==> config.mk <==
export PLATFORM = sky130hd
export DESIGN_NAME = isc_cell
export DESIGN_NICKNAME = d
export VERILOG_FILES = /design/src/rtl/core/input_side_convolution_top_assert.svh /design/src/rtl/core/isc_pkg.sv /design/src/rtl/core/isc_cell.sv
export SDC_FILE = /design/constraint.sdc
export NUM_CORES = 1
export LEC_CHECK = 0
export BUFFER_PORTS_ARGS = -buffer_cell sky130_fd_sc_hd__buf_2
export CAP_MARGIN = 10
export CORE_AREA = 2 2 217 219
export DETAILED_ROUTE_END_ITERATION = 8
export DIE_AREA = 0 0 219 221
export MAX_ROUTING_LAYER = met4
export PLACE_DENSITY = 0.47
export SKIP_CTS_REPAIR_TIMING = 1
export SYNTH_ARGS = -nofsm -noshare
export SYNTH_HDL_FRONTEND = slang
export SYNTH_SLANG_ARGS = --single-unit
==> constraint.sdc <==
create_clock -name i_clk -period 8.4 [get_ports i_clk]
set_clock_uncertainty 0.15 [all_clocks]
set_input_delay 0.42 -clock i_clk [delete_from_list [all_inputs] [get_ports i_clk]]
set_output_delay 0.42 -clock i_clk [all_outputs]
set_load 0.01 [all_outputs]
==> src/rtl/core/input_side_convolution_top_assert.svh <==
// Assertion macros used by the input-side convolution controller.
`ifndef INPUT_SIDE_CONVOLUTION_TOP_ASSERT_SVH
`define INPUT_SIDE_CONVOLUTION_TOP_ASSERT_SVH

// Same-cycle implication, disabled while reset is asserted.
`define ISC_ASSERT_NOW(label, clk, rst_n, ante, cons) \
    label: assert property (@(posedge clk) disable iff (!rst_n) (ante) |-> (cons)) \
        else $error("isc assertion failed");

// Next-cycle implication, disabled while reset is asserted.
`define ISC_ASSERT_NEXT(label, clk, rst_n, ante, cons) \
    label: assert property (@(posedge clk) disable iff (!rst_n) (ante) |=> (cons)) \
        else $error("isc assertion failed");

`endif

==> src/rtl/core/isc_pkg.sv <==
// Package with sizes, opcodes and beat types of the input-side convolution.
`default_nettype none

package isc_pkg;

    localparam int MAX_TAPS    = 64;
    localparam int SAMPLE_BITS = 16;
    localparam int SUM_BITS    = 38;
    localparam int PROD_BITS   = 2 * SAMPLE_BITS;
    localparam int TC_BITS     = 7;
    localparam int IDX_BITS    = 6;

    localparam logic [TC_BITS-1:0] TC_RESET = 7'd64;

    // Opcodes of an input beat.
    localparam logic OP_LOAD   = 1'b0;
    localparam logic OP_SAMPLE = 1'b1;

    typedef struct packed {
        logic                          opcode;
        logic [IDX_BITS-1:0]           tap_index;
        logic signed [SAMPLE_BITS-1:0] value;
        logic                          last_sample;
    } t_in_item;

    typedef struct packed {
        logic signed [SUM_BITS-1:0] sum;
        logic                       last_out;
    } t_out_item;

    // Control broadcast from the controller to every cell of the chain.
    typedef struct packed {
        logic                          load;
        logic                          shift;
        logic                          mac;
        logic                          clear;
        logic [TC_BITS-1:0]            tc;
        logic [IDX_BITS-1:0]           idx;
        logic signed [SAMPLE_BITS-1:0] value;
    } t_cell_ctrl;

endpackage

`default_nettype wire

==> src/rtl/core/isc_cell.sv <==
// One cell of the tap chain: a coefficient, a partial sum and its multiply-add.
`default_nettype none

module isc_cell #(
    parameter int CELL_IDX = 0
) (
    input  wire logic                                i_clk,
    input  wire logic                                i_rst_n,
    input  wire isc_pkg::t_cell_ctrl                 i_ctrl,
    input  wire logic signed [isc_pkg::SUM_BITS-1:0] i_fwd,
    output logic signed [isc_pkg::SUM_BITS-1:0]      o_fwd
);

    logic signed [isc_pkg::SAMPLE_BITS-1:0] r_tap;
    logic signed [isc_pkg::SUM_BITS-1:0]    r_sum;
    logic signed [isc_pkg::SUM_BITS-1:0]    n_sum;
    logic signed [isc_pkg::PROD_BITS-1:0]   w_prod;
    logic signed [isc_pkg::SUM_BITS-1:0]    w_addend;
    logic                                   w_mac_en;
    logic                                   w_tap_we;

    // The cell takes part in a sample only while it lies below the tap count.
    assign w_mac_en = i_ctrl.mac && (isc_pkg::TC_BITS'(CELL_IDX) < i_ctrl.tc);
    assign w_tap_we = i_ctrl.load && (i_ctrl.idx == isc_pkg::IDX_BITS'(CELL_IDX));

    // Product of the sample and this cell's tap, sign-extended to the sum width.
    assign w_prod   = i_ctrl.value * r_tap;
    assign w_addend = w_mac_en
        ? {{(isc_pkg::SUM_BITS - isc_pkg::PROD_BITS){w_prod[isc_pkg::PROD_BITS-1]}}, w_prod}
        : '0;

    // Updated sum handed down to the neighbor below (or out of the chain).
    assign o_fwd = r_sum + w_addend;

    // Next sum: cleared at the end of a signal, taken from the cell above on a shift, else held.
    always_comb begin
        n_sum = r_sum;
        if (i_ctrl.clear) begin
            n_sum = '0;
        end else if (i_ctrl.shift) begin
            n_sum = i_fwd;
        end
    end

    always_ff @(posedge i_clk) begin
        if (!i_rst_n) begin
            r_sum <= '0;
        end else begin
            r_sum <= n_sum;
        end
    end

    // Coefficient store, written by a load beat that addresses this cell.
    always_ff @(posedge i_clk) begin
        if (w_tap_we) begin
            r_tap <= i_ctrl.value;
        end
    end

endmodule

`default_nettype wire

**Word level (Yosys, flattened, before mapping)**

Cells that the tools add are included.
W data, S select, Z words.

- ROM bits: 0
- Bits in latches: 0
- Bits of input ports: 73
- Flip-flop bits (word level): 54
- RAM bits: 0
- Memories: 0

- Divide/modulo/power cells: 0
- Reductions and logical operators: 4
- Bitwise operators: 1
- Eq/ne operators: 0
- Shift operators: 0
- Multipliers: 1
- Muxes and demuxes: 1
- $lt $le $gt $ge: 1
- Add/sub/neg operators: 1

Operators by type and width:

| cell | number |
|---|---|
| $add A38 B38 Y38 | 1 |
| $mux W38 | 1 |
| $mul A16 B16 Y32 | 1 |
| $lt A1 B7 Y1 const A | 1 |
| $logic_not A6 Y1 | 1 |
| $logic_and A1 B1 Y1 | 2 |
| $reduce_or A2 Y1 | 1 |
| $not A1 Y1 | 1 |

**Logic depth before layout (Yosys ltp)**

- Depth in word-level cells: 4
- Mapped depth: 34
- Mapped depth without buffers: 32

**Worst setup path before layout**

Ideal clock, no wire load.

- Path kind: register to output
- From: register r_tap[1] in the netlist's numbering
- To: output port o_fwd[36] in the netlist's numbering
- Slack: -50 ps
- Data arrival time: 7,880 ps
- Stages on the path, launching flop included: 33
- Required time: 7,830 ps
- Cell sequence: edfxtp_1 -> clkbuf_1 -> nand2_1 -> inv_1 -> fa_1 -> inv_1 -> fa_1 -> inv_1 -> fa_1 -> fa_1 -> fa_1 -> inv_1 -> fa_1 -> inv_1 -> ha_1 -> a21o_1 -> a2111oi_4 -> nor3_2 -> o311ai_2 -> o311ai_2 -> or2_4 -> a21oi_1 -> xor2_1 -> nor2_1 -> ha_1 -> and3_1 -> o21ai_0 -> nor2_1 -> o22ai_1 -> a21oi_1 -> a41oi_1 -> a21oi_1 -> xor2_1

- Longest elaborated chain between the ends: 3

RTL lines:

| item | RTL line | source |
|---|---|---|
| from (decl) | isc_cell.sv:14 | `logic signed [isc_pkg::SAMPLE_BITS-1:0] r_tap;` |
| from (signal assigned) | isc_cell.sv:56 | `r_tap <= i_ctrl.value;` |
| $mul A16 B16 Y32 | isc_cell.sv:27 | `assign w_prod = i_ctrl.value * r_tap;` |
| $mux W38 | isc_cell.sv:29 | `? {{(isc_pkg::SUM_BITS - isc_pkg::PROD_BITS){w_prod[isc_pkg::PROD_BITS-1]}}, w_prod}` |
| $add A38 B38 Y38 | isc_cell.sv:33 | `assign o_fwd = r_sum + w_addend;` |
| to (decl) | isc_cell.sv:11 | `output logic signed [isc_pkg::SUM_BITS-1:0] o_fwd` |

Every way passes these cells.

**Worst setup path in the final report**

- From: register r_tap[3] in the netlist's numbering
- To: output port o_fwd[31] in the netlist's numbering

Same word-level chain as after synthesis.

==> qor.csv <==
metric,value,unit
worstReg2RegStart,r_sum[1],
timing.hold.worst.class,input pin to flop,
critical_path.max_fanout,5,
synth_cell_types,68,
clkLatencyLatePin,0.32,ns
relSlewSlack,0.534,
start_util,0.298,
arrival,7.95,ns
finalSetupViolCount,5,
layout-drive-gt1-share,0.217,
ff2ff_path_depth,2,
drt_drc_violations_left,0,
min_period_over_period,1.01,
worst_tran_pin_value,0.698,ns
ant_nets,0,
async_reset_ff_frac,0,
final-hold-violation-count,0,
r2r_slack,7.57,ns
antenna_found_initial,0,
worst_path_max_delay_cell,fa_1,
coreArea,46100,um2
die_w,219,um
clock_tree_from_tritoncts,done,
clk_tree_root_cell,clkbuf_16,
setup.worst_path.class,flop to primary output,
max_cap_viol_count,0,
critPathLaunch,r_tap[3],
clock_path_buffers,2,
dp_hpwl,30800,um
yosys-top-cells-area,"fa_1, ha_1, inv_1",
run_status,"finished, violations left",
clkSinkCount,54,
r2r_end,r_sum[1],
synth_seq_area_share,0.0906,
avgViaCountPerCell,4.61,
groute.usage.overall,0.155,
initial_detailed_routing_violation_count,388,
synth_top_area_share,0.384,
pin_count_of_the_biggest_net_entering_global_routing,39,
violated_checks,negative setup slack,
largest_area_contributor_in_the_synthesized_netlist,fa_1,
pre_cts_ws,-0.198,ns
num_io_pins,111,
synth-main-ff-cell,dfxtp_1,
io_buffers,110,
gp_routability_congestion,0.860,
die-area,48400,um2
globalRouteOverflowTotal,0,
final_nets,2207,
worst_setup_path_end_kind,primary output,
f_max,117,MHz
tritoncts_buffers,5,
first_global_vias,11217,
synth_seq_cells,54,
period_minus_slack,8.52,ns
crit_required,7.83,ns
rsz0062_at_grt,true,
syn_nets,1978,
synthesis.area_per_instance,9.00,um2
avgRoutedWirePerCell,15.3,um
setup_slack,-0.116,ns
total_wire_length_after_detailed_routing,36200,um
htree_levels,2,
grt_pass1_wl,57900,um
syn2layout_area_growth,22.5,%
final_slew_viol_count,0,
worst_setup_path_start_kind,flop,
syn-cell-area,13700,um2
ys.warnings.count,0,
antenna_cells,0,
clock_slew_seen_by_the_registers_of_the_worst_setup_and_hold_paths,0.10,ns
synth-edff-count,16,
cp-endpoint,o_fwd[31],
dpl_cell_area,15800,um2
rows,79,
critical_path.max_stage_delay,0.54,ns
post_synth_inst_count,1523,
route.vias.total,10884,
finalInstanceArea,16800,um2
die_h,221,um
detailedRoute.firstPassIterationCount,5,
## per-stage QoR
| stage | hold WS, ns | instances | utilization | setup TNS, ns |
|---|---|---|---|---|
| floorplan | 0.312 | 1523 | - | 0 |
| global placement | 0.339 | 2324 | 0.344 | -0.495 |
| detailed placement | 0.345 | 2324 | 0.344 | -0.823 |
| CTS | 0.143 | 2332 | 0.348 | -6.42 |
| global route | 0.171 | 2360 | 0.365 | -4.08 |
| finish | 0.157 | 2360 | 0.365 | -0.234 |
## cells by family (layout without fill, tap and decap cells)
group           after synthesis  after routing  synth area share
simple gates                468            468             0.165
fa+ha+maj                   382            382             0.493
buf+inv                     342            572            0.0937
compound gates              178            178            0.0905
xor+xnor                     61             61            0.0400
flops                        54             54            0.0906
mux                          38             38            0.0277
## how the worst min path moves through the flow
| stage | cells after the start | end | slack [ns] | from |
|---|---|---|---|---|
| after floorplan | 2 | r_sum[37] | 0.31 | r_sum[37] |
| after global placement | 2 | r_sum[30] | 0.34 | r_sum[30] |
| after detailed placement | 2 | r_sum[37] | 0.34 | r_sum[37] |
| after CTS | 3 | r_sum[16] | 0.14 | i_fwd[16] |
| after global routing | 3 | r_sum[15] | 0.17 | i_fwd[15] |
| final | 3 | r_sum[16] | 0.16 | i_fwd[16] |
## placed cells by master (no fill, tap or decap), drive strengths merged, types with 42 or more instances in the layout
cell / n
ha: 119
and2: 122
a21oi: 58
nor2: 108
buf: 265
xnor2: 42
inv: 300
fa: 263
nand2: 162
## cell usage after synthesis (11+ instances only)
master    count
a21o_1       19
a21oi_1      55
and2_1      122
clkbuf_1     40
dfxtp_1      38
edfxtp_1     16
fa_1        263
ha_1        119
inv_1       299
mux2i_1      38
nand2_1     162
nand2b_1     14
nor2_1      108
nor3_1       11
o21ai_0      30
xnor2_1      42
xor2_1       18
## state kept, by name (all words and copies together) (netlist names)
name   cells
r_tap     16
r_sum     38
## routing by layer
layer	vias up	part of all wire	track usage	routed length, um
met5	-	0	-	0
li1	5190	-	-	-
met2	135	0.52	0.265	19000
met1	5539	0.44	0.202	15800
met4	0	0.012	0.0259	451
met3	20	0.026	0.0140	947
## critical path: cells and delay by family (launching register included)
kind / cells / cell delay, ns
AO/OA/AOI/OAI: 8 / 1.69
XOR/XNOR: 2 / 0.34
buffers and inverters: 8 / 0.97
adder cells (fa/ha/maj): 8 / 3.19
AND/OR/NAND/NOR: 6 / 0.98
flip-flops: 1 / 0.42
## area by class of cell
class,instances,area [um2]
Fill cell,4863,29300
Timing Repair Buffer,265,1810
Sequential cell,54,1240
Clock buffer,7,164
Multi-Input combinational cell,1127,11700
Inverter,299,1120
Tap cell,607,759
Clock inverter,1,8.76
Power is left out: the tool's default activity adds up to more than one toggle a clock period on the data nets, which glitch-free logic cannot reach.
