**config.mk**
```make
export PLATFORM = sky130hd
export DESIGN_NAME = isc_ctrl
export DESIGN_NICKNAME = d
export VERILOG_FILES = /design/src/rtl/core/isc_pkg.sv /design/src/rtl/core/isc_ctrl.sv
export VERILOG_INCLUDE_DIRS = /design/src /design/src/rtl/core
export SDC_FILE = /design/constraint.sdc
export NUM_CORES = 1
export LEC_CHECK = 0
export ABC_CLOCK_PERIOD_IN_PS = 3400
export BUFFER_PORTS_ARGS = -buffer_cell sky130_fd_sc_hd__buf_2
export CORE_MARGIN = 3
export CORE_UTILIZATION = 40
export CTS_BUF_LIST = sky130_fd_sc_hd__clkbuf_8
export CTS_CLUSTER_DIAMETER = 60
export DETAILED_ROUTE_END_ITERATION = 6
export PLACE_DENSITY = 0.79
export SLEW_MARGIN = 10
export SYNTH_ARGS = -nofsm -noshare
export SYNTH_HDL_FRONTEND = slang
export SYNTH_SLANG_ARGS = --single-unit
```
**constraint.sdc**
```tcl
create_clock -name i_clk -period 3.4 [get_ports i_clk]
set_clock_uncertainty 0.2 [all_clocks]
set_input_delay 0.51 -clock i_clk [delete_from_list [all_inputs] [get_ports i_clk]]
set_output_delay 0.51 -clock i_clk [all_outputs]
set_load 0.005 [all_outputs]
```
**src/rtl/core/input_side_convolution_top_assert.svh**
```systemverilog
// Assertion macros used by the input-side convolution controller.
`ifndef INPUT_SIDE_CONVOLUTION_TOP_ASSERT_SVH
`define INPUT_SIDE_CONVOLUTION_TOP_ASSERT_SVH

// Same-cycle implication, disabled while reset is asserted.
`define ISC_ASSERT_NOW(label, clk, rst_n, ante, cons) \
    label: assert property (@(posedge clk) disable iff (!rst_n) (ante) |-> (cons)) \
        else $error("isc assertion failed");

// Next-cycle implication, disabled while reset is asserted.
`define ISC_ASSERT_NEXT(label, clk, rst_n, ante, cons) \
    label: assert property (@(posedge clk) disable iff (!rst_n) (ante) |=> (cons)) \
        else $error("isc assertion failed");

`endif

```
**src/rtl/core/isc_pkg.sv**
```systemverilog
// Package with sizes, opcodes and beat types of the input-side convolution.
`default_nettype none

package isc_pkg;

    localparam int MAX_TAPS    = 64;
    localparam int SAMPLE_BITS = 16;
    localparam int SUM_BITS    = 38;
    localparam int PROD_BITS   = 2 * SAMPLE_BITS;
    localparam int TC_BITS     = 7;
    localparam int IDX_BITS    = 6;

    localparam logic [TC_BITS-1:0] TC_RESET = 7'd64;

    // Opcodes of an input beat.
    localparam logic OP_LOAD   = 1'b0;
    localparam logic OP_SAMPLE = 1'b1;

    typedef struct packed {
        logic                          opcode;
        logic [IDX_BITS-1:0]           tap_index;
        logic signed [SAMPLE_BITS-1:0] value;
        logic                          last_sample;
    } t_in_item;

    typedef struct packed {
        logic signed [SUM_BITS-1:0] sum;
        logic                       last_out;
    } t_out_item;

    // Control broadcast from the controller to every cell of the chain.
    typedef struct packed {
        logic                          load;
        logic                          shift;
        logic                          mac;
        logic                          clear;
        logic [TC_BITS-1:0]            tc;
        logic [IDX_BITS-1:0]           idx;
        logic signed [SAMPLE_BITS-1:0] value;
    } t_cell_ctrl;

endpackage

`default_nettype wire

```
**src/rtl/core/isc_ctrl.sv**
```systemverilog
// Controller: handshakes, tap count register, tail flush counter and output register.
`default_nettype none

`include "input_side_convolution_top_assert.svh"

module isc_ctrl #(
    parameter int MAX_TAPS = isc_pkg::MAX_TAPS
) (
    input  wire logic                                i_clk,
    input  wire logic                                i_rst_n,
    input  wire logic                                i_in_valid,
    output logic                                     o_in_ready,
    input  wire isc_pkg::t_in_item                   i_in_data,
    output logic                                     o_out_valid,
    input  wire logic                                i_out_ready,
    output isc_pkg::t_out_item                       o_out_data,
    input  wire logic                                i_cfg_valid,
    output logic                                     o_cfg_ready,
    input  wire logic [isc_pkg::TC_BITS-1:0]         i_cfg_data,
    input  wire logic signed [isc_pkg::SUM_BITS-1:0] i_head_sum,
    output isc_pkg::t_cell_ctrl                      o_ctrl
);

    logic [isc_pkg::TC_BITS-1:0] r_tc;
    logic [isc_pkg::TC_BITS-1:0] w_tc;
    logic [isc_pkg::TC_BITS-1:0] r_flush_cnt;
    logic [isc_pkg::TC_BITS-1:0] n_flush_cnt;
    logic                        r_out_valid;
    isc_pkg::t_out_item          r_out;
    logic                        w_flushing;
    logic                        w_out_free;
    logic                        w_in_beat;
    logic                        w_sample_beat;
    logic                        w_load_beat;
    logic                        w_flush_beat;
    logic                        w_single;
    logic                        w_flush_done;

    // Configuration is to be written only while idle; the block does not enforce this, so the port is always ready.
    assign o_cfg_ready = 1'b1;

    always_ff @(posedge i_clk) begin
        if (!i_rst_n) begin
            r_tc <= isc_pkg::TC_RESET;
        end else if (i_cfg_valid) begin
            r_tc <= i_cfg_data;
        end
    end

    // Tap count in use: zero acts as one, anything above the chain length as the length.
    always_comb begin
        if (r_tc == '0) begin
            w_tc = isc_pkg::TC_BITS'(1);
        end else if (r_tc > isc_pkg::TC_BITS'(MAX_TAPS)) begin
            w_tc = isc_pkg::TC_BITS'(MAX_TAPS);
        end else begin
            w_tc = r_tc;
        end
    end

    // Beat decoding; input stalls while the tail is flushed or the output is full.
    assign w_flushing    = (r_flush_cnt != '0);
    assign w_out_free    = !r_out_valid || i_out_ready;
    assign o_in_ready    = !w_flushing && w_out_free;
    assign w_in_beat     = i_in_valid && o_in_ready;
    assign w_sample_beat = w_in_beat && (i_in_data.opcode == isc_pkg::OP_SAMPLE);
    assign w_load_beat   = w_in_beat && (i_in_data.opcode == isc_pkg::OP_LOAD);
    assign w_flush_beat  = w_flushing && w_out_free;
    assign w_single      = (w_tc == isc_pkg::TC_BITS'(1));
    assign w_flush_done  = w_flush_beat && (r_flush_cnt == isc_pkg::TC_BITS'(1));

    // Control for the cell chain.
    always_comb begin
        o_ctrl.load  = w_load_beat;
        o_ctrl.shift = w_sample_beat || w_flush_beat;
        o_ctrl.mac   = w_sample_beat;
        o_ctrl.clear = (w_sample_beat && i_in_data.last_sample && w_single) || w_flush_done;
        o_ctrl.tc    = w_tc;
        o_ctrl.idx   = i_in_data.tap_index;
        o_ctrl.value = i_in_data.value;
    end

    // Tail counter: a last sample leaves tap count minus one sums to flush.
    always_comb begin
        n_flush_cnt = r_flush_cnt;
        if (w_sample_beat && i_in_data.last_sample && !w_single) begin
            n_flush_cnt = w_tc - isc_pkg::TC_BITS'(1);
        end else if (w_flush_beat) begin
            n_flush_cnt = r_flush_cnt - isc_pkg::TC_BITS'(1);
        end
    end

    always_ff @(posedge i_clk) begin
        if (!i_rst_n) begin
            r_flush_cnt <= '0;
        end else begin
            r_flush_cnt <= n_flush_cnt;
        end
    end

    // Output register: holds the finished sum that leaves the bottom cell.
    always_ff @(posedge i_clk) begin
        if (!i_rst_n) begin
            r_out_valid <= 1'b0;
        end else if (w_sample_beat || w_flush_beat) begin
            r_out_valid <= 1'b1;
        end else if (i_out_ready) begin
            r_out_valid <= 1'b0;
        end
    end

    always_ff @(posedge i_clk) begin
        if (w_sample_beat) begin
            r_out.sum      <= i_head_sum;
            r_out.last_out <= i_in_data.last_sample && w_single;
        end else if (w_flush_beat) begin
            r_out.sum      <= i_head_sum;
            r_out.last_out <= (r_flush_cnt == isc_pkg::TC_BITS'(1));
        end
    end

    assign o_out_valid = r_out_valid;
    assign o_out_data  = r_out;

    // Checks on the flush sequencing.
    `ISC_ASSERT_NOW(a_flush_stalls_input, i_clk, i_rst_n, w_flushing, !o_in_ready)
    `ISC_ASSERT_NEXT(a_flush_length, i_clk, i_rst_n,
        w_sample_beat && i_in_data.last_sample && !w_single,
        r_flush_cnt == ($past(w_tc) - isc_pkg::TC_BITS'(1)))
    `ISC_ASSERT_NEXT(a_flush_end_marks_last, i_clk, i_rst_n, w_flush_done,
        r_out_valid && r_out.last_out && (r_flush_cnt == '0))
    `ISC_ASSERT_NOW(a_last_only_when_done, i_clk, i_rst_n,
        r_out_valid && r_out.last_out, r_flush_cnt == '0)

endmodule

`default_nettype wire

```
# ---- Word-level counts from Yosys, hierarchy flattened
# Index checks and enable logic that the tools add are counted.
dict set report totals {
  mem_count 0
  inputBits 74
  romBits 0
  ram_bits 0
  output_inout_bits 75
  latchBits 0
  regBits 54
  wordCells 40
}
dict set report classes {
  shifts 0
  reduce_logical 21
  n_mux 8
  n_eq_ne 2
  magnitude_cmp 1
  add_sub_neg 2
  n_mul 0
  bitwise 1
  div_mod_pow 0
}
# operator count
set ops {}
lappend ops {{$mux W39} 2}
lappend ops {{$mux W7} 4}
lappend ops {{$eq A7 B1 Y1 const B} 2}
lappend ops {{$sub A7 B1 Y7 const B} 2}
lappend ops {{$logic_and A1 B1 Y1} 10}
lappend ops {{$gt A7 B7 Y1 const B} 1}
lappend ops {{$logic_not A7 Y1} 1}
lappend ops {{$reduce_bool A7 Y1} 1}
lappend ops {{$reduce_bool A2 Y1} 3}
lappend ops {{$logic_not A1 Y1} 3}
lappend ops {{$logic_or A1 B1 Y1} 3}
lappend ops {{$mux W1} 2}
lappend ops {{$not A1 Y1} 1}

# ---- Depth between registers and ports, before layout
# Gate-level depths: netlist (run 1).
dict set report logic_depth {
  word_depth 8
  mapped_depth 9
  depth_no_buf 9
}

# ---- Worst setup path before layout (run 1)
# No wires, ideal clock.
dict set report synth_timing {
  path_type {flip-flop to output port}
  start {reg r_flush_cnt[0] (netlist bit)}
  end {out o_ctrl[31] (netlist bit)}
  arrival_time_ns 3.066
  slack_ns -0.376
  path_buffers 0
  t_required_ns 2.690
  stages_incl_launch_ff 5
  cell_sequence {dfxtp_1 inv_1 ha_1 nor4b_4 a31oi_1}
}
# item line_no
set synth_rtl {}
lappend synth_rtl {{from (decl)} isc_ctrl.sv:26} ;# logic [isc_pkg::TC_BITS-1:0] r_flush_cnt;
lappend synth_rtl {{from (signal assigned)} isc_ctrl.sv:97} ;# r_flush_cnt <= n_flush_cnt;
lappend synth_rtl {{to (decl)} isc_ctrl.sv:21} ;# output isc_pkg::t_cell_ctrl o_ctrl

==> impl_metrics.json, run 1 <==
{
  "crit_buf_inv": 2,
  "diodes": 0,
  "dp_slack_ns": 0.875,
  "track_usage_pct": 14.4,
  "fp.dieW_um": 82.8,
  "hpwl_um": 4090,
  "h-tree-depth": 2,
  "fmax_mhz": 349,
  "grt_pass1_vias": 1562,
  "die_area_um2": 6850,
  "cts-root-buf": "clkbuf_8",
  "power_density_nw_per_um2": 772,
  "cts_tree": "done",
  "r2r_setup_slack_ns": 0.91,
  "vias": 1630,
  "startpoint_type": "register",
  "port_buffers": 103,
  "io-pin-count": 149,
  "cts_setup_buffers": 0,
  "gp_congestion": 0.855,
  "leakage_nw": 1.29,
  "critPathArrivalTime_ns": 2.16,
  "setup_viol": 0,
  "area_growth_pct": 21.8,
  "multi_input_area_um2": 676,
  "yosysTopAreaCellShare_pct": 49.7,
  "outcome": "finished, final reports clean",
  "cpPeakStageDelay_ns": 0.39,
  "seq_area_um2": 1470,
  "insertion_delay_ns": 0.29,
  "hold_class": "in2reg",
  "timing.rr.end": "r_flush_cnt[2]$_SDFFE_PN0P_",
  "synth_cells": 181,
  "finalCritPeriodShare_pct": 84.3,
  "viasPerCell": 4.85,
  "grt_max_degree": 27,
  "synth_edf_count": 39,
  "grt_pass1_wl_um": 7420,
  "wirelength_um": 5120,
  "drt_iter0_drc": 70,
  "postRouteAntennaNets": 0,
  "layout_setup_ws_ns": 0.533,
  "hold_viol": 0,
  "min_to": "o_out_data[16]$_DFFE_PP_",
  "synth_area_leaders": "edfxtp_1 (50%), dfxtp_1 (13%), buf_4 (8.0%)",
  "worstMarginPinSlew_ns": 0.589,
  "numCtsBuffers": 5,
  "dr.pass1.iters": 4,
  "min_path_cells": 1,
  "synth.largest_area_cell": "edfxtp_1",
  "syn_nets": 260,
  "crit_family": "simple AND/OR/NAND/NOR gates",
  "slew_headroom_pct": 60.6,
  "min_from": "i_head_sum[15]",
  "post_cts_resized": 0,
  "peakVddDrop_v": 0.000277,
  "worstReg2RegStart": "r_tc[2]$_SDFFE_PN0P_",
  "yosysWarnings": 0,
  "antenna_found_initial": 0,
  "hold_buffers": 0,
  "fp.dieH_um": 82.8,
  "path_class": "reg2out",
  "yosysUniqueCellTypes": 41,
  "clockBufferDepth": 2,
  "start_util_pct": 42.0,
  "path_max_fanout": 5,
  "rr_worst_depth": 9,
  "drive_gt1_share_pct": 43.9,
  "finalPower_w": 0.00222,
  "finalMaxSlewViolations": 0,
  "syn_area_per_cell_um2": 13.0,
  "synth_async_sr_flop_share_pct": 0,
  "wl_per_cell_um": 15.2,
  "final_util_pct": 51.2,
  "syn-cell-area_um2": 2360,
  "rsz0062_at_grt": "false",
  "synthFlopType": "edfxtp_1",
  "synth-seq-cells": 54,
  "final.min_clock_period_ns": 2.87,
  "nets": 342,
  "path_cells": "or3_1 -> nor3_1 -> a22oi_1 -> inv_1 -> ha_1 -> nand4_1 -> o31ai_1 -> buf_2",
  "fillers": 516,
  "grt_overflow_total": 0,
  "num_rows": 27,
  "final_area_um2": 2870,
  "yosysSeqAreaShare_pct": 62.4,
  "maxCapViolations": 0,
  "clkSlewWorstSetupHoldPaths_ns": 0.09,
  "crit_path_top_delay_cell": "or3_1",
  "drcViolationCount": 0,
  "tns_ns": 0,
  "coreArea_um2": 5610,
  "cp_data_required_time_ns": 2.69,
  "post_dp_cell_area_um2": 2780,
  "end_kind": "output pin",
  "cts_sinks": 54
}
[per-layer routing]
metal  track usage, %  part of all wire (%)
met1             16.2                    38
met2             25.9                    48
met3             4.56                    12
met4             4.41                   1.1
met5                0                     0
[through the flow]
stage	instances	hold WS, ns
floorplan	181	0.314
global route	336	0.164
CTS	336	0.168
global placement	328	0.341
detailed placement	328	0.354
finish	336	0.184
[report_power, final]
part	internal (W)	switching (W)	leakage, nW
clock network	0.000145	0.000199	0.0422
logic	0.000353	0.000434	0.734
registers	0.000992	0.0000937	0.515
[flip-flops by register name, summed over array words and instances, names as in the netlist]
| name | flops |
|---|---|
| r_tc | 7 |
| o_out_data | 39 |
| o_out_valid | 1 |
| r_flush_cnt | 7 |
[area by class of cell]
cell class	instances	share of cell area [%]
sequential	54	51.2
multi-input combinational	92	23.5
timing repair buffer	104	18.2
tap	72	3.14
clock buffer	5	2.40
inverter	6	0.784
clock inverter	3	0.697
[worst max-delay path by stage]
stage               slack [ns]                        start    endpoint  cells after the start
finish                    0.53         r_tc[2]$_SDFFE_PN0P_  o_ctrl[29]                      8
global route              0.37         r_tc[3]$_SDFFE_PN0P_  o_ctrl[29]                      8
CTS                       0.53         r_tc[2]$_SDFFE_PN0P_  o_ctrl[29]                      8
detailed placement        0.88         r_tc[2]$_SDFFE_PN0P_  o_ctrl[29]                      8
global placement          0.95         r_tc[2]$_SDFFE_PN0P_  o_ctrl[29]                      8
floorplan                 0.56  r_flush_cnt[0]$_SDFFE_PN0P_  o_ctrl[31]                      4
[logic make-up (layout without fill, tap and decap cells)]
family,count (synthesis),count (layout),share of synthesized area [%]
muxes,8,8,3.40
xor gates and xnor gates,4,4,1.49
adders and majority gates,5,5,2.65
other,1,1,0.159
and+or+nand+nor,56,56,15.0
DFF,54,54,62.4
buffers and inverters,35,118,9.55
AOI/OAI and AO/OA,18,18,5.36
[cells in the final DEF (no fill, tap or decap), drive strengths merged, types with 2 or more instances in the layout]
master,count
or3,4
nand2,6
and3,2
edfxtp,39
dfxtp,15
nand3,4
and2,4
o31a,2
clkbuf,5
a21oi,2
inv,7
nand4,5
nor2b,11
buf,104
nor2,7
nor3,6
o21ai,4
xnor2,3
ha,5
mux2i,8
[cell usage after synthesis, types with 5 or more instances]
cell type and n:
edfxtp_1 39, buf_4 25, dfxtp_1 15, nor2b_1 11, mux2i_1 8, nor2_1 7
inv_1 6, nand2_1 6, ha_1 5, nand4_1 5, nor3_1 5
Note: power is estimated with default switching activity, not from simulation.
==> run 2: changes to the inputs <==
ABC_AREA = 1   (was not set)
ABC_CLOCK_PERIOD_IN_PS = 2900   (was 3400)
CORE_UTILIZATION = 45   (was 40)
PLACE_DENSITY = 0.82   (was 0.79)
clock period = 2.9 ns   (was 3.4 ns; I/O delays follow)
==> run 2 against run 1 <==
Effect of this change:
- non-clock buffer count grew 1
- clock power grew 19%
- final cell count grew 18%
- setup slack lost 0.35 ns
- area after synthesis grew 9.2%
- first-iteration DRC count shrank 14%
- utilization grew 6.7 points
==> impl_metrics.json, run 2 <==
{
  "insertion_delay_ns": 0.31,
  "finalCritPeriodShare_pct": 93.8,
  "seq_area_um2": 1470,
  "io-pin-count": 149,
  "postRouteAntennaNets": 0,
  "start_util_pct": 48.5,
  "h-tree-depth": 2,
  "die_area_um2": 6660,
  "clockBufferDepth": 2,
  "yosysUniqueCellTypes": 33,
  "track_usage_pct": 17.3,
  "num_rows": 26,
  "synth_async_sr_flop_share_pct": 0,
  "grt_pass1_wl_um": 8650,
  "numCtsBuffers": 5,
  "yosysSeqAreaShare_pct": 57.2,
  "cts-root-buf": "clkbuf_8",
  "tns_ns": 0,
  "synth_cells": 243,
  "layout_common_cells": "buf_2 (103), nand2_1 (42), edfxtp_1 (39)",
  "cts_sinks": 54,
  "yosysTopAreaCellShare_pct": 45.5,
  "synthMostInstantiatedCell": "nand2_1",
  "final.min_clock_period_ns": 2.72,
  "hold_buffers": 0,
  "synth_area_leaders": "edfxtp_1 (46%), dfxtp_1 (12%), buf_4 (7.3%)",
  "cts_tree": "done",
  "grt_overflow_total": 0,
  "syn_nets": 322,
  "drcViolationCount": 0,
  "finalMaxSlewViolations": 0,
  "drt_iter0_drc": 60,
  "path_max_fanout": 8,
  "multi_input_area_um2": 801,
  "cp_data_required_time_ns": 2.27,
  "diodes": 0,
  "fp.dieW_um": 81.6,
  "leakage_nw": 1.46,
  "hold_viol": 0,
  "hold_slack_ns": 0.100,
  "maxCapViolations": 0,
  "synthFlopType": "edfxtp_1",
  "synthTopCellsByCount": "nand2_1 (42), edfxtp_1 (39), buf_4 (25), nor2_1 (24), inv_1 (21)",
  "synth.largest_area_cell": "edfxtp_1",
  "peakVddDrop_v": 0.000467,
  "coreArea_um2": 5300,
  "area_growth_pct": 19.4,
  "viasPerCell": 4.83,
  "wirelength_um": 5690,
  "grt_max_degree": 31,
  "syn_area_per_cell_um2": 10.6,
  "gp_congestion": 0.934,
  "clkSlewWorstSetupHoldPaths_ns": 0.10,
  "nets": 406,
  "fp.dieH_um": 81.6,
  "critPathArrivalTime_ns": 2.08,
  "hold_class": "in2reg",
  "outcome": "finished, final reports clean",
  "cts_setup_buffers": 0,
  "startpoint_type": "register",
  "power_density_nw_per_um2": 910,
  "fmax_mhz": 368,
  "antenna_found_initial": 0,
  "grt_pass1_vias": 1800,
  "port_buffers": 103,
  "fillers": 442,
  "path_class": "reg2out",
  "synth-seq-cells": 54,
  "largest_reg_flops": 39,
  "syn-cell-area_um2": 2570,
  "setup_viol": 0,
  "rsz0062_at_grt": "false",
  "dr.pass1.iters": 4,
  "synth_edf_count": 39,
  "wl_per_cell_um": 14.3,
  "layout_commonest_cell": "buf_2",
  "post_cts_resized": 0,
  "yosysWarnings": 0,
  "vias": 1922,
  "hpwl_um": 4620,
  "end_kind": "output pin",
  "drive_gt1_share_pct": 40.9
}
-- run 2: cell count changes after synthesis, sizes merged, moves of 4 or more --
cell   delta
nand2    +38
nor2     +25
inv      +18
nor2b    -11
nand3    +10
o21ai    +10
mux2i     -8
a21oi     +6
xor2      +5
and2      -4
or3       -4
-- run 2: through the flow --
step	instance area (um^2)	setup slack, ns	total power, W	cells	util, %
floorplan	2570	0.310	0.00200	243	-
global placement	2980	0.607	0.00238	390	56.3
detailed placement	2980	0.524	0.00242	390	56.3
CTS	3070	0.176	0.00283	398	58.0
global route	3070	0.0331	0.00303	398	58.0
finish	3070	0.181	0.00280	398	58.0
-- run 2: area by class of cell --
cell class | count | share of cell area (%)
inverters | 25 | 3.05
well taps | 70 | 2.85
clock inverters | 3 | 0.651
flip-flops and latches | 54 | 47.9
multi-input cells | 136 | 26.1
repair buffers | 105 | 17.3
clock buffers | 5 | 2.24
-- run 2: path summary, 6_finish.rpt --
check	startpoint	end	slack [ns]	cells past startpoint
setup / recovery	r_tc[6]$_SDFFE_PN1P_	o_ctrl[29]	0.18	9
hold reg to reg	r_tc[0]$_SDFFE_PN0P_	r_tc[0]$_SDFFE_PN0P_	0.32	2
setup reg to reg	r_flush_cnt[0]$_SDFFE_PN0P_	o_out_data[37]$_DFFE_PP_	0.58	8
hold / removal	i_head_sum[21]	o_out_data[22]$_DFFE_PP_	0.10	1
-- run 2: logic make-up (layout without fill, tap and decap cells) --
family	count (synthesis)	in the layout	synth area share, %
AOI/OAI and AO/OA	22	22	4.86
xor gates and xnor gates	6	6	2.04
adders and majority gates	5	5	2.43
buffers and inverters	53	138	11.7
DFF	54	54	57.2
other	1	1	0.146
and+or+nand+nor	102	102	21.6
-- run 2: worst max-delay path, cell delays in order, from the launching register on --
cell	delay, ns
dfxtp_1	0.58
inv_1	0.17
nand2_1	0.16
nand2_1	0.13
ha_1	0.23
nand3_2	0.14
inv_2	0.07
nand2_1	0.09
o21ai_0	0.08
buf_2	0.13
-- run 2: metal layers --
| metal | wire [um] | part of all wire, % | vias up | track usage [%] |
|---|---|---|---|---|
| li1 | - | - | 944 | - |
| met2 | 2680 | 47 | 98 | 30.0 |
| met4 | 105 | 1.8 | 0 | 6.98 |
| met1 | 2370 | 42 | 864 | 21.0 |
| met3 | 543 | 9.5 | 16 | 3.29 |
| met5 | 0 | 0 | - | 0 |
-- run 2: report_power, final --
part,internal (W),switching (W)
clock,0.000170,0.000241
sequential,0.00119,0.000111
combinational,0.000432,0.000654
